File: config.mk
export PLATFORM = sky130hd
export DESIGN_NAME = dirty_register_burst_packer
export DESIGN_NICKNAME = d
export VERILOG_FILES = /design/src/sv/drbp_pkg.sv /design/src/sv/dirty_register_burst_packer.sv /design/src/sv/drbp_front.sv /design/src/sv/drbp_fifo.sv /design/src/sv/drbp_back.sv
export SDC_FILE = /design/constraint.sdc
export NUM_CORES = 1
export LEC_CHECK = 0
export BUFFER_PORTS_ARGS = -buffer_cell sky130_fd_sc_hd__buf_2
export CORE_MARGIN = 5
export CORE_UTILIZATION = 25
export CTS_BUF_LIST = sky130_fd_sc_hd__clkbuf_4
export DETAILED_ROUTE_END_ITERATION = 10
export PLACE_DENSITY = 0.41
export SKIP_LAST_GASP = 1
export SYNTH_ARGS = -nofsm -noshare
export SYNTH_HDL_FRONTEND = slang
export SYNTH_SLANG_ARGS = --single-unit
File: constraint.sdc
create_clock -name clk_i -period 12.6 [get_ports clk_i]
set_input_delay 0.63 -clock clk_i [delete_from_list [all_inputs] [get_ports clk_i]]
set_output_delay 0.63 -clock clk_i [all_outputs]
set_load 0.01 [all_outputs]
File: src/sv/drbp_pkg.sv
// Shared types and constants of the dirty register burst packer.
package drbp_pkg;

  localparam int unsigned RegCount  = 128;
  localparam int unsigned AddrW     = 7;
  localparam int unsigned WordW     = 16;
  localparam int unsigned ByteW     = 8;
  localparam int unsigned CountW    = 5;
  localparam int unsigned PktCntW   = 8;
  localparam int unsigned MaxWords  = 16;
  localparam int unsigned MaxRes    = 4;
  localparam int unsigned ResCntW   = $clog2(MaxRes + 1);
  localparam int unsigned ResIdxW   = $clog2(MaxRes);
  localparam int unsigned FifoDepth = 2;
  localparam int unsigned FifoPtrW  = $clog2(FifoDepth);
  localparam int unsigned FifoCntW  = $clog2(FifoDepth + 1);

  localparam logic [1:0] TypeNone = 2'd0;

  typedef struct packed {
    logic [WordW-1:0]   packet_word;
    logic               packet_end;
    logic [CountW-1:0]  packet_words;
    logic               scan_end;
    logic [PktCntW-1:0] packets_sent;
  } res_t;

  typedef struct packed {
    logic [ResCntW-1:0]   count;
    res_t [MaxRes-1:0]    res;
  } bundle_t;

endpackage

File: src/sv/dirty_register_burst_packer.sv
// Top level of the dirty register burst packer.
// One register beat is accepted per cycle while full is low; each beat yields up to four
// result beats (packet words and, after the final register, a closing beat with the packet
// count), which leave at one per cycle through empty and pop. The front end settles the
// whole beat in the cycle it is accepted and writes its results as one bundle into a
// two-entry queue; full rises only when that queue is full, so the sustained input rate is
// one register per cycle as long as results are taken as fast as they are made.
// Users write the word limit via cfg_we_i and cfg_wdata_i only while idle; not enforced.
module dirty_register_burst_packer (
  input  logic                           clk_i,
  input  logic                           rst_ni,
  input  logic                           cfg_we_i,
  input  logic [drbp_pkg::CountW-1:0]    cfg_wdata_i,
  input  logic                           push,
  output logic                           full,
  input  logic [1:0]                     reg_type_i,
  input  logic [drbp_pkg::ByteW-1:0]     reg_value_i,
  input  logic                           last_register_i,
  output logic                           empty,
  input  logic                           pop,
  output logic [drbp_pkg::WordW-1:0]     packet_word_o,
  output logic                           packet_end_o,
  output logic [drbp_pkg::CountW-1:0]    packet_words_o,
  output logic                           scan_end_o,
  output logic [drbp_pkg::PktCntW-1:0]   packets_sent_o
);

  logic              accept;
  logic              q_wr, q_rd, q_empty;
  drbp_pkg::bundle_t q_wdata, q_rdata;
  drbp_pkg::res_t    res;

  assign accept = push && !full;

  drbp_front u_front (
    .clk_i           (clk_i),
    .rst_ni          (rst_ni),
    .cfg_we_i        (cfg_we_i),
    .cfg_wdata_i     (cfg_wdata_i),
    .accept_i        (accept),
    .reg_type_i      (reg_type_i),
    .reg_value_i     (reg_value_i),
    .last_register_i (last_register_i),
    .wr_o            (q_wr),
    .bundle_o        (q_wdata)
  );

  drbp_fifo u_fifo (
    .clk_i   (clk_i),
    .rst_ni  (rst_ni),
    .wr_i    (q_wr),
    .wdata_i (q_wdata),
    .full_o  (full),
    .rd_i    (q_rd),
    .rdata_o (q_rdata),
    .empty_o (q_empty)
  );

  drbp_back u_back (
    .clk_i     (clk_i),
    .rst_ni    (rst_ni),
    .q_empty_i (q_empty),
    .q_data_i  (q_rdata),
    .q_rd_o    (q_rd),
    .pop_i     (pop),
    .empty_o   (empty),
    .res_o     (res)
  );

  assign packet_word_o  = res.packet_word;
  assign packet_end_o   = res.packet_end;
  assign packet_words_o = res.packet_words;
  assign scan_end_o     = res.scan_end;
  assign packets_sent_o = res.packets_sent;

endmodule

File: src/sv/drbp_front.sv
// Front end: takes one register beat per cycle on accept_i, updates packing state, builds results.
module drbp_front (
  input  logic                          clk_i,
  input  logic                          rst_ni,
  input  logic                          cfg_we_i,
  input  logic [drbp_pkg::CountW-1:0]   cfg_wdata_i,
  input  logic                          accept_i,
  input  logic [1:0]                    reg_type_i,
  input  logic [drbp_pkg::ByteW-1:0]    reg_value_i,
  input  logic                          last_register_i,
  output logic                          wr_o,
  output drbp_pkg::bundle_t             bundle_o
);

  typedef struct packed {
    logic [1:0]                        ot;
    logic [drbp_pkg::CountW-1:0]       cnt;
    logic [drbp_pkg::ByteW-1:0]        hb;
    logic                              hbv;
    logic [drbp_pkg::WordW-1:0]        hw;
    logic [drbp_pkg::PktCntW-1:0]      pc;
    logic [drbp_pkg::ResCntW-1:0]      n;
    drbp_pkg::res_t [drbp_pkg::MaxRes-1:0] em;
  } fst_t;

  logic [drbp_pkg::CountW-1:0]  max_words_q;
  logic [drbp_pkg::AddrW-1:0]   addr_q, addr_d;
  logic [1:0]                   open_type_q;
  logic [drbp_pkg::CountW-1:0]  word_cnt_q;
  logic [drbp_pkg::ByteW-1:0]   held_byte_q;
  logic                         held_byte_valid_q;
  logic [drbp_pkg::WordW-1:0]   held_word_q;
  logic [drbp_pkg::PktCntW-1:0] pkt_cnt_q, pkt_cnt_d;
  logic [drbp_pkg::CountW-1:0]  limit;
  fst_t                         st;

  function automatic fst_t f_emit(fst_t s, drbp_pkg::res_t r);
    fst_t o;
    o = s;
    if (o.n < drbp_pkg::ResCntW'(drbp_pkg::MaxRes)) begin
      o.em[o.n[drbp_pkg::ResIdxW-1:0]] = r;
      o.n = o.n + 1'b1;
    end
    return o;
  endfunction

  function automatic fst_t f_close(fst_t s);
    fst_t o;
    drbp_pkg::res_t r;
    r.packet_word  = s.hw;
    r.packet_end   = 1'b1;
    r.packet_words = s.cnt;
    r.scan_end     = 1'b0;
    r.packets_sent = '0;
    o = f_emit(s, r);
    if (o.pc != '1) begin
      o.pc = o.pc + 1'b1;
    end
    o.ot  = drbp_pkg::TypeNone;
    o.cnt = '0;
    o.hbv = 1'b0;
    return o;
  endfunction

  function automatic fst_t f_open(fst_t s, logic [1:0] t, logic [drbp_pkg::AddrW-1:0] a,
                                  logic [drbp_pkg::ByteW-1:0] v,
                                  logic [drbp_pkg::CountW-1:0] lim);
    fst_t o;
    o     = s;
    o.hw  = {t[0], a, v};
    o.hbv = 1'b0;
    o.cnt = drbp_pkg::CountW'(1);
    o.ot  = t;
    if (o.cnt >= lim) begin
      o = f_close(o);
    end
    return o;
  endfunction

  function automatic fst_t f_push(fst_t s, logic [drbp_pkg::WordW-1:0] w,
                                  logic [drbp_pkg::CountW-1:0] lim);
    fst_t o;
    drbp_pkg::res_t r;
    r.packet_word  = s.hw;
    r.packet_end   = 1'b0;
    r.packet_words = '0;
    r.scan_end     = 1'b0;
    r.packets_sent = '0;
    o     = f_emit(s, r);
    o.hw  = w;
    o.cnt = o.cnt + 1'b1;
    if (o.cnt >= lim) begin
      o = f_close(o);
    end
    return o;
  endfunction

  function automatic fst_t f_follow(fst_t s, logic [1:0] t, logic [drbp_pkg::ByteW-1:0] v,
                                    logic [drbp_pkg::AddrW-1:0] a,
                                    logic [drbp_pkg::CountW-1:0] lim);
    fst_t o;
    o = s;
    if (t == drbp_pkg::TypeNone) begin
      o = f_close(o);
    end else if (t == o.ot) begin
      o.hb  = v;
      o.hbv = 1'b1;
    end else begin
      o = f_close(o);
      o = f_open(o, t, a, v, lim);
    end
    return o;
  endfunction

  always_comb begin
    if (max_words_q == '0) begin
      limit = drbp_pkg::CountW'(1);
    end else if (max_words_q > drbp_pkg::CountW'(drbp_pkg::MaxWords)) begin
      limit = drbp_pkg::CountW'(drbp_pkg::MaxWords);
    end else begin
      limit = max_words_q;
    end
  end

  always_comb begin
    logic [1:0]                 ty;
    logic [drbp_pkg::ByteW-1:0] hbb;
    drbp_pkg::res_t             rc;
    ty     = drbp_pkg::TypeNone;
    hbb    = '0;
    rc     = '0;
    st.ot  = open_type_q;
    st.cnt = word_cnt_q;
    st.hb  = held_byte_q;
    st.hbv = held_byte_valid_q;
    st.hw  = held_word_q;
    st.pc  = pkt_cnt_q;
    st.n   = '0;
    st.em  = '0;
    if (st.ot == drbp_pkg::TypeNone) begin
      if (reg_type_i != drbp_pkg::TypeNone) begin
        st = f_open(st, reg_type_i, addr_q, reg_value_i, limit);
      end
    end else if (!st.hbv) begin
      st = f_follow(st, reg_type_i, reg_value_i, addr_q, limit);
    end else if (reg_type_i == st.ot) begin
      st.hbv = 1'b0;
      st = f_push(st, {st.hb, reg_value_i}, limit);
    end else begin
      ty  = st.ot;
      hbb = st.hb;
      st  = f_close(st);
      st  = f_open(st, ty, addr_q - 1'b1, hbb, limit);
      if (st.ot != drbp_pkg::TypeNone) begin
        st = f_follow(st, reg_type_i, reg_value_i, addr_q, limit);
      end
    end
    addr_d    = addr_q + 1'b1;
    pkt_cnt_d = st.pc;
    if (last_register_i || addr_q >= drbp_pkg::AddrW'(drbp_pkg::RegCount - 1)) begin
      if (st.ot != drbp_pkg::TypeNone) begin
        if (st.hbv) begin
          ty  = st.ot;
          hbb = st.hb;
          st  = f_close(st);
          st  = f_open(st, ty, addr_q, hbb, limit);
        end
        if (st.ot != drbp_pkg::TypeNone) begin
          st = f_close(st);
        end
      end
      rc.packet_word  = '0;
      rc.packet_end   = 1'b0;
      rc.packet_words = '0;
      rc.scan_end     = 1'b1;
      rc.packets_sent = st.pc;
      st        = f_emit(st, rc);
      addr_d    = '0;
      pkt_cnt_d = '0;
    end
  end

  assign wr_o           = accept_i && (st.n != '0);
  assign bundle_o.count = st.n;
  assign bundle_o.res   = st.em;

  always_ff @(posedge clk_i or negedge rst_ni) begin
    if (!rst_ni) begin
      max_words_q       <= drbp_pkg::CountW'(drbp_pkg::MaxWords);
      addr_q            <= '0;
      open_type_q       <= drbp_pkg::TypeNone;
      word_cnt_q        <= '0;
      held_byte_q       <= '0;
      held_byte_valid_q <= 1'b0;
      held_word_q       <= '0;
      pkt_cnt_q         <= '0;
    end else begin
      if (cfg_we_i) begin
        max_words_q <= cfg_wdata_i;
      end
      if (accept_i) begin
        addr_q            <= addr_d;
        open_type_q       <= st.ot;
        word_cnt_q        <= st.cnt;
        held_byte_q       <= st.hb;
        held_byte_valid_q <= st.hbv;
        held_word_q       <= st.hw;
        pkt_cnt_q         <= pkt_cnt_d;
      end
    end
  end

  assert property (@(posedge clk_i) disable iff (!rst_ni)
    (open_type_q == drbp_pkg::TypeNone) |-> (!held_byte_valid_q && word_cnt_q == '0))
    else $error("Idle packer holds a byte or a word count.");

  assert property (@(posedge clk_i) disable iff (!rst_ni)
    (accept_i && last_register_i) |=>
      (addr_q == '0 && pkt_cnt_q == '0 && open_type_q == drbp_pkg::TypeNone))
    else $error("Scan did not restart after its final register.");

endmodule

File: src/sv/drbp_fifo.sv
// Short queue of result bundles between the front end and the back end.
module drbp_fifo (
  input  logic              clk_i,
  input  logic              rst_ni,
  input  logic              wr_i,
  input  drbp_pkg::bundle_t wdata_i,
  output logic              full_o,
  input  logic              rd_i,
  output drbp_pkg::bundle_t rdata_o,
  output logic              empty_o
);

  drbp_pkg::bundle_t                 mem_q [drbp_pkg::FifoDepth];
  logic [drbp_pkg::FifoPtrW-1:0]     wr_ptr_q, rd_ptr_q;
  logic [drbp_pkg::FifoCntW-1:0]     count_q;
  logic                              do_wr, do_rd;

  assign full_o  = (count_q == drbp_pkg::FifoCntW'(drbp_pkg::FifoDepth));
  assign empty_o = (count_q == '0);
  assign do_wr   = wr_i && !full_o;
  assign do_rd   = rd_i && !empty_o;
  assign rdata_o = mem_q[rd_ptr_q];

  always_ff @(posedge clk_i) begin
    if (do_wr) begin
      mem_q[wr_ptr_q] <= wdata_i;
    end
  end

  always_ff @(posedge clk_i or negedge rst_ni) begin
    if (!rst_ni) begin
      wr_ptr_q <= '0;
      rd_ptr_q <= '0;
      count_q  <= '0;
    end else begin
      if (do_wr) begin
        wr_ptr_q <= (wr_ptr_q == drbp_pkg::FifoPtrW'(drbp_pkg::FifoDepth - 1)) ? '0 :
                    wr_ptr_q + 1'b1;
      end
      if (do_rd) begin
        rd_ptr_q <= (rd_ptr_q == drbp_pkg::FifoPtrW'(drbp_pkg::FifoDepth - 1)) ? '0 :
                    rd_ptr_q + 1'b1;
      end
      if (do_wr && !do_rd) begin
        count_q <= count_q + 1'b1;
      end else if (do_rd && !do_wr) begin
        count_q <= count_q - 1'b1;
      end
    end
  end

  assert property (@(posedge clk_i) disable iff (!rst_ni)
    count_q <= drbp_pkg::FifoCntW'(drbp_pkg::FifoDepth))
    else $error("Bundle queue overfilled.");

  assert property (@(posedge clk_i) disable iff (!rst_ni)
    (do_wr && !do_rd) |=> (count_q == $past(count_q) + 1'b1))
    else $error("Bundle queue lost a write.");

endmodule

File: src/sv/drbp_back.sv
// Back end: hands out the results of each bundle one beat at a time.
module drbp_back (
  input  logic              clk_i,
  input  logic              rst_ni,
  input  logic              q_empty_i,
  input  drbp_pkg::bundle_t q_data_i,
  output logic              q_rd_o,
  input  logic              pop_i,
  output logic              empty_o,
  output drbp_pkg::res_t    res_o
);

  drbp_pkg::bundle_t              cur_q;
  logic [drbp_pkg::ResIdxW-1:0]   idx_q;
  logic                           busy_q;
  logic                           take, last_beat;

  assign empty_o   = !busy_q;
  assign res_o     = cur_q.res[idx_q];
  assign take      = pop_i && busy_q;
  assign last_beat = (drbp_pkg::ResCntW'(idx_q) == cur_q.count - 1'b1);
  assign q_rd_o    = !q_empty_i && (!busy_q || (take && last_beat));

  always_ff @(posedge clk_i) begin
    if (q_rd_o) begin
      cur_q <= q_data_i;
    end
  end

  always_ff @(posedge clk_i or negedge rst_ni) begin
    if (!rst_ni) begin
      busy_q <= 1'b0;
      idx_q  <= '0;
    end else begin
      if (q_rd_o) begin
        busy_q <= 1'b1;
        idx_q  <= '0;
      end else if (take) begin
        if (last_beat) begin
          busy_q <= 1'b0;
          idx_q  <= '0;
        end else begin
          idx_q <= idx_q + 1'b1;
        end
      end
    end
  end

  assert property (@(posedge clk_i) disable iff (!rst_ni)
    busy_q |-> (cur_q.count != '0 && drbp_pkg::ResCntW'(idx_q) < cur_q.count))
    else $error("Result index outside the current bundle.");

  assert property (@(posedge clk_i) disable iff (!rst_ni)
    (take && !last_beat) |=> (busy_q && idx_q == $past(idx_q) + 1'b1))
    else $error("Result beat was not advanced.");

endmodule

==> qor.csv <==
metric,value,unit
outcome,completed,
# H-tree levels,3,
CTS clock-pin slew for the worst setup and hold paths,0.09,ns
DR pass1 iterations,5,
slew margin rel.,14.4,%
Worst Setup End Kind,flop,
dominant cell type by area after synthesis,edfxtp_1,
total CTS buffers,114,
VDD IR-drop max,126,uV
CP required,13.16,ns
Worst Skew,0.0719,ns
max-slew violations,0,
Lkg Pwr,9.67,nW
CORE AREA,98600,sq um
Main synth FF type,edfxtp_1,
most frequent cells in the layout,"381 x edfxtp_1, 260 x nand2_1, 185 x o21ai_0",
Setup WS pre-CTS,0.532,ns
antenna violations before repair,2,
largest cells by area after synthesis,"edfxtp_1 46%, mux2_2 6.4%, dfrtp_1 5.8%, nand2_1 3.9%, o21ai_0 3.7%",
placer congestion estimate,0.902,
"Core Util, Final",28.5,%
Final Hold Vio Count,0,
Nets,2430,
async set or reset register ratio after synthesis,13.4,%
CP Buf/Inv Count,4,
Final min period,11.52,ns
number of port buffers,53,
Final Cycle Share,91.4,%
worst setup path class,flop to flop,
syn_nets,2373,
Crit path max-delay family,simple AND/OR/NAND/NOR gates,
Congestion Overflow GR,0,
area share of the largest cell type after synthesis,46.0,%
final wirelength,85.7,mm
post-DR vias/cell,5.27,
die area,106000,sq um
setup TNS,0,ns
Crit-path slowest cell,dfrtp_2,
drt wl/cell,22.9,microns
number of global-route vias before repair,19500,
Power Dens Cells,248,nW/um^2
CTS tree,done,
"Seq/Total Area, Yosys",52.0,%
Mapped Cells,2316,
Remaining DRCs,0,
FMAX,86.8,MHz
CTS Sinks,440,
largest net degree at the start of global routing,123,
layout cells sized above 1,20.7,%
Synth-to-Final Area Change,13.1,%
Final Setup Violations,0,
footprint of the multi-input gates,11200,sq um
Least-Margin Pin Slew,1.28,ns
Via Count,19800,
Layout fillers,10200,
Die H,325,microns
Starting DRT DRC Count,1572,
dpl hpwl,58.2,mm
clock buffer depth,3,
number of flops mapped to enable cells by yosys,381,
clk root buf,clkbuf_4,
row cnt,115,
syn_area_per_cell,10.7,sq um
CP Max Fanout,20,
"commonest non-fill, non-tap cell in the layout",edfxtp_1,
worst skew pair latency,0.89,ns
CP Data Arrival Time,12.08,ns
Yosys warning count,0,
Crit path top cell by count,ha_1,
initial core utilization,25.2,%
Chip Width,325,microns
fin worst setup slack,1.08,ns
"Largest stage delay, worst path",0.58,ns
Worst setup SP type,flop,
flop and latch count out of synthesis,440,
global-route wire length before repair,128,mm
Ports,54,
Final ANT Viol Nets,0,
RSZ-0062 raised after global routing,false,
Synth cell types,95,
FF/Latch Area,12900,sq um
max_cap viols,0,
global-route usage over all layers,15.7,%
Synth Cell Area,24900,sq um
Hold WC Path Type,input port to flop,
[where the power goes]
group	internal (mW)	total [mW]	switching [mW]
sequential	2.14	2.36	0.215
combinational	1.12	3.36	2.24
clock	0.645	1.25	0.607
[kinds of logic (layout without fill, tap and decap cells)]
family                   count (synthesis)  count (layout)  synth area share, %
XOR/XNOR                                46              46                 1.62
other                                    0               3                    0
AO/OA/AOI/OAI                          687             687                 17.7
buffers and inverters                  217             359                 3.35
multiplexers                           217             217                 11.0
adder cells (fa/ha/maj)                 36              36                 1.81
flip-flops                             440             440                 52.0
AND/OR/NAND/NOR                        673             673                 12.5
[Yosys cell counts, drive strengths merged (13+ instances only)]
| library cell | n |
|---|---|
| edfxtp | 381 |
| nand2 | 261 |
| o21ai | 194 |
| nor2 | 183 |
| a21oi | 160 |
| clkbuf | 152 |
| mux2 | 143 |
| dfrtp | 58 |
| o22ai | 52 |
| nand3 | 50 |
| inv | 43 |
| mux2i | 43 |
| a31oi | 38 |
| ha | 36 |
| nor3 | 32 |
| xnor2 | 32 |
| a22oi | 31 |
| mux4 | 31 |
| a211oi | 28 |
| nand4 | 25 |
| and3 | 21 |
| buf | 20 |
| and2 | 19 |
| a32oi | 16 |
| o211ai | 16 |
| o31ai | 14 |
| xor2 | 14 |
| nand2b | 13 |
| o22a | 13 |
[state kept, by name (all words and copies together), names as in the netlist]
| name | cells |
|---|---|
| u_front.max_words_q | 5 |
| u_front.held_word_q | 16 |
| u_front.pkt_cnt_q | 8 |
| u_front.held_byte_valid_q | 1 |
| u_front.open_type_q | 2 |
| u_fifo.mem_q | 254 |
| u_back.idx_q | 2 |
| u_fifo.count_q | 2 |
| u_front.word_cnt_q | 5 |
| u_fifo.rd_ptr_q | 1 |
| u_fifo.wr_ptr_q | 1 |
| u_front.held_byte_q | 8 |
| u_front.addr_q | 7 |
| u_back.busy_q | 1 |
| u_back.cur_q | 127 |
[through the flow]
| step | cells | power, mW | cell area, sq um | hold slack [ns] |
|---|---|---|---|---|
| after CTS | 3745 | 7.04 | 28100 | 0.00732 |
| after floorplan | 2316 | 4.61 | 24900 | 0.334 |
| after global routing | 3746 | 7.45 | 28100 | 0.0706 |
| final | 3748 | 6.97 | 28100 | 0.132 |
| after detailed placement | 3530 | 5.74 | 26500 | 0.498 |
| after global placement | 3530 | 5.73 | 26500 | 0.490 |
[area by class of cell]
class / count / share of cell area [%]
Sequential cell: 440 / 46.0
Timing Repair Buffer: 113 / 2.72
Multi-Input combinational cell: 1659 / 39.7
Clock buffer: 173 / 4.62
Inverter: 45 / 0.601
Tap cell: 1287 / 5.73
Antenna cell: 3 / 0.0267
Clock inverter: 28 / 0.565
[per-layer routing]
metal / global-route usage, % / part of all wire [%] / routed length [microns]
met3: 2.48 / 6.0 / 5130
met1: 22.1 / 46 / 39300
met5: 0 / 0 / 0
met2: 24.7 / 45 / 38900
met4: 5.31 / 2.7 / 2310
[final timing paths]
path,startpoint,end,slack (ns),depth (start not counted)
min reg2reg,u_front.held_word_q[0],u_front.held_word_q[0],0.52,2
max in group asynchronous,rst_ni,u_front.pkt_cnt_q[1],11.22,3
min,pop,u_back.busy_q,0.13,4
min in group asynchronous,rst_ni,u_back.idx_q[0],0.14,2
max reg2reg,u_front.pkt_cnt_q[0],u_fifo.mem_q[0][34],1.08,42
max,u_front.pkt_cnt_q[0],u_fifo.mem_q[0][34],1.08,42
[worst min-delay path: cells and delay by family]
family                 cells  cell delay, ns
and+or+nand+nor            3            0.22
buffers and inverters      1            0.10
[timing repair]
item	4_1_cts	5_1_grt
setup buffers	0	0
hold buffers	14	0
resized for setup	0	5
hold endpoints to repair	12	0
setup endpoints to repair	0	64
Power figures use the tool's default switching activity.
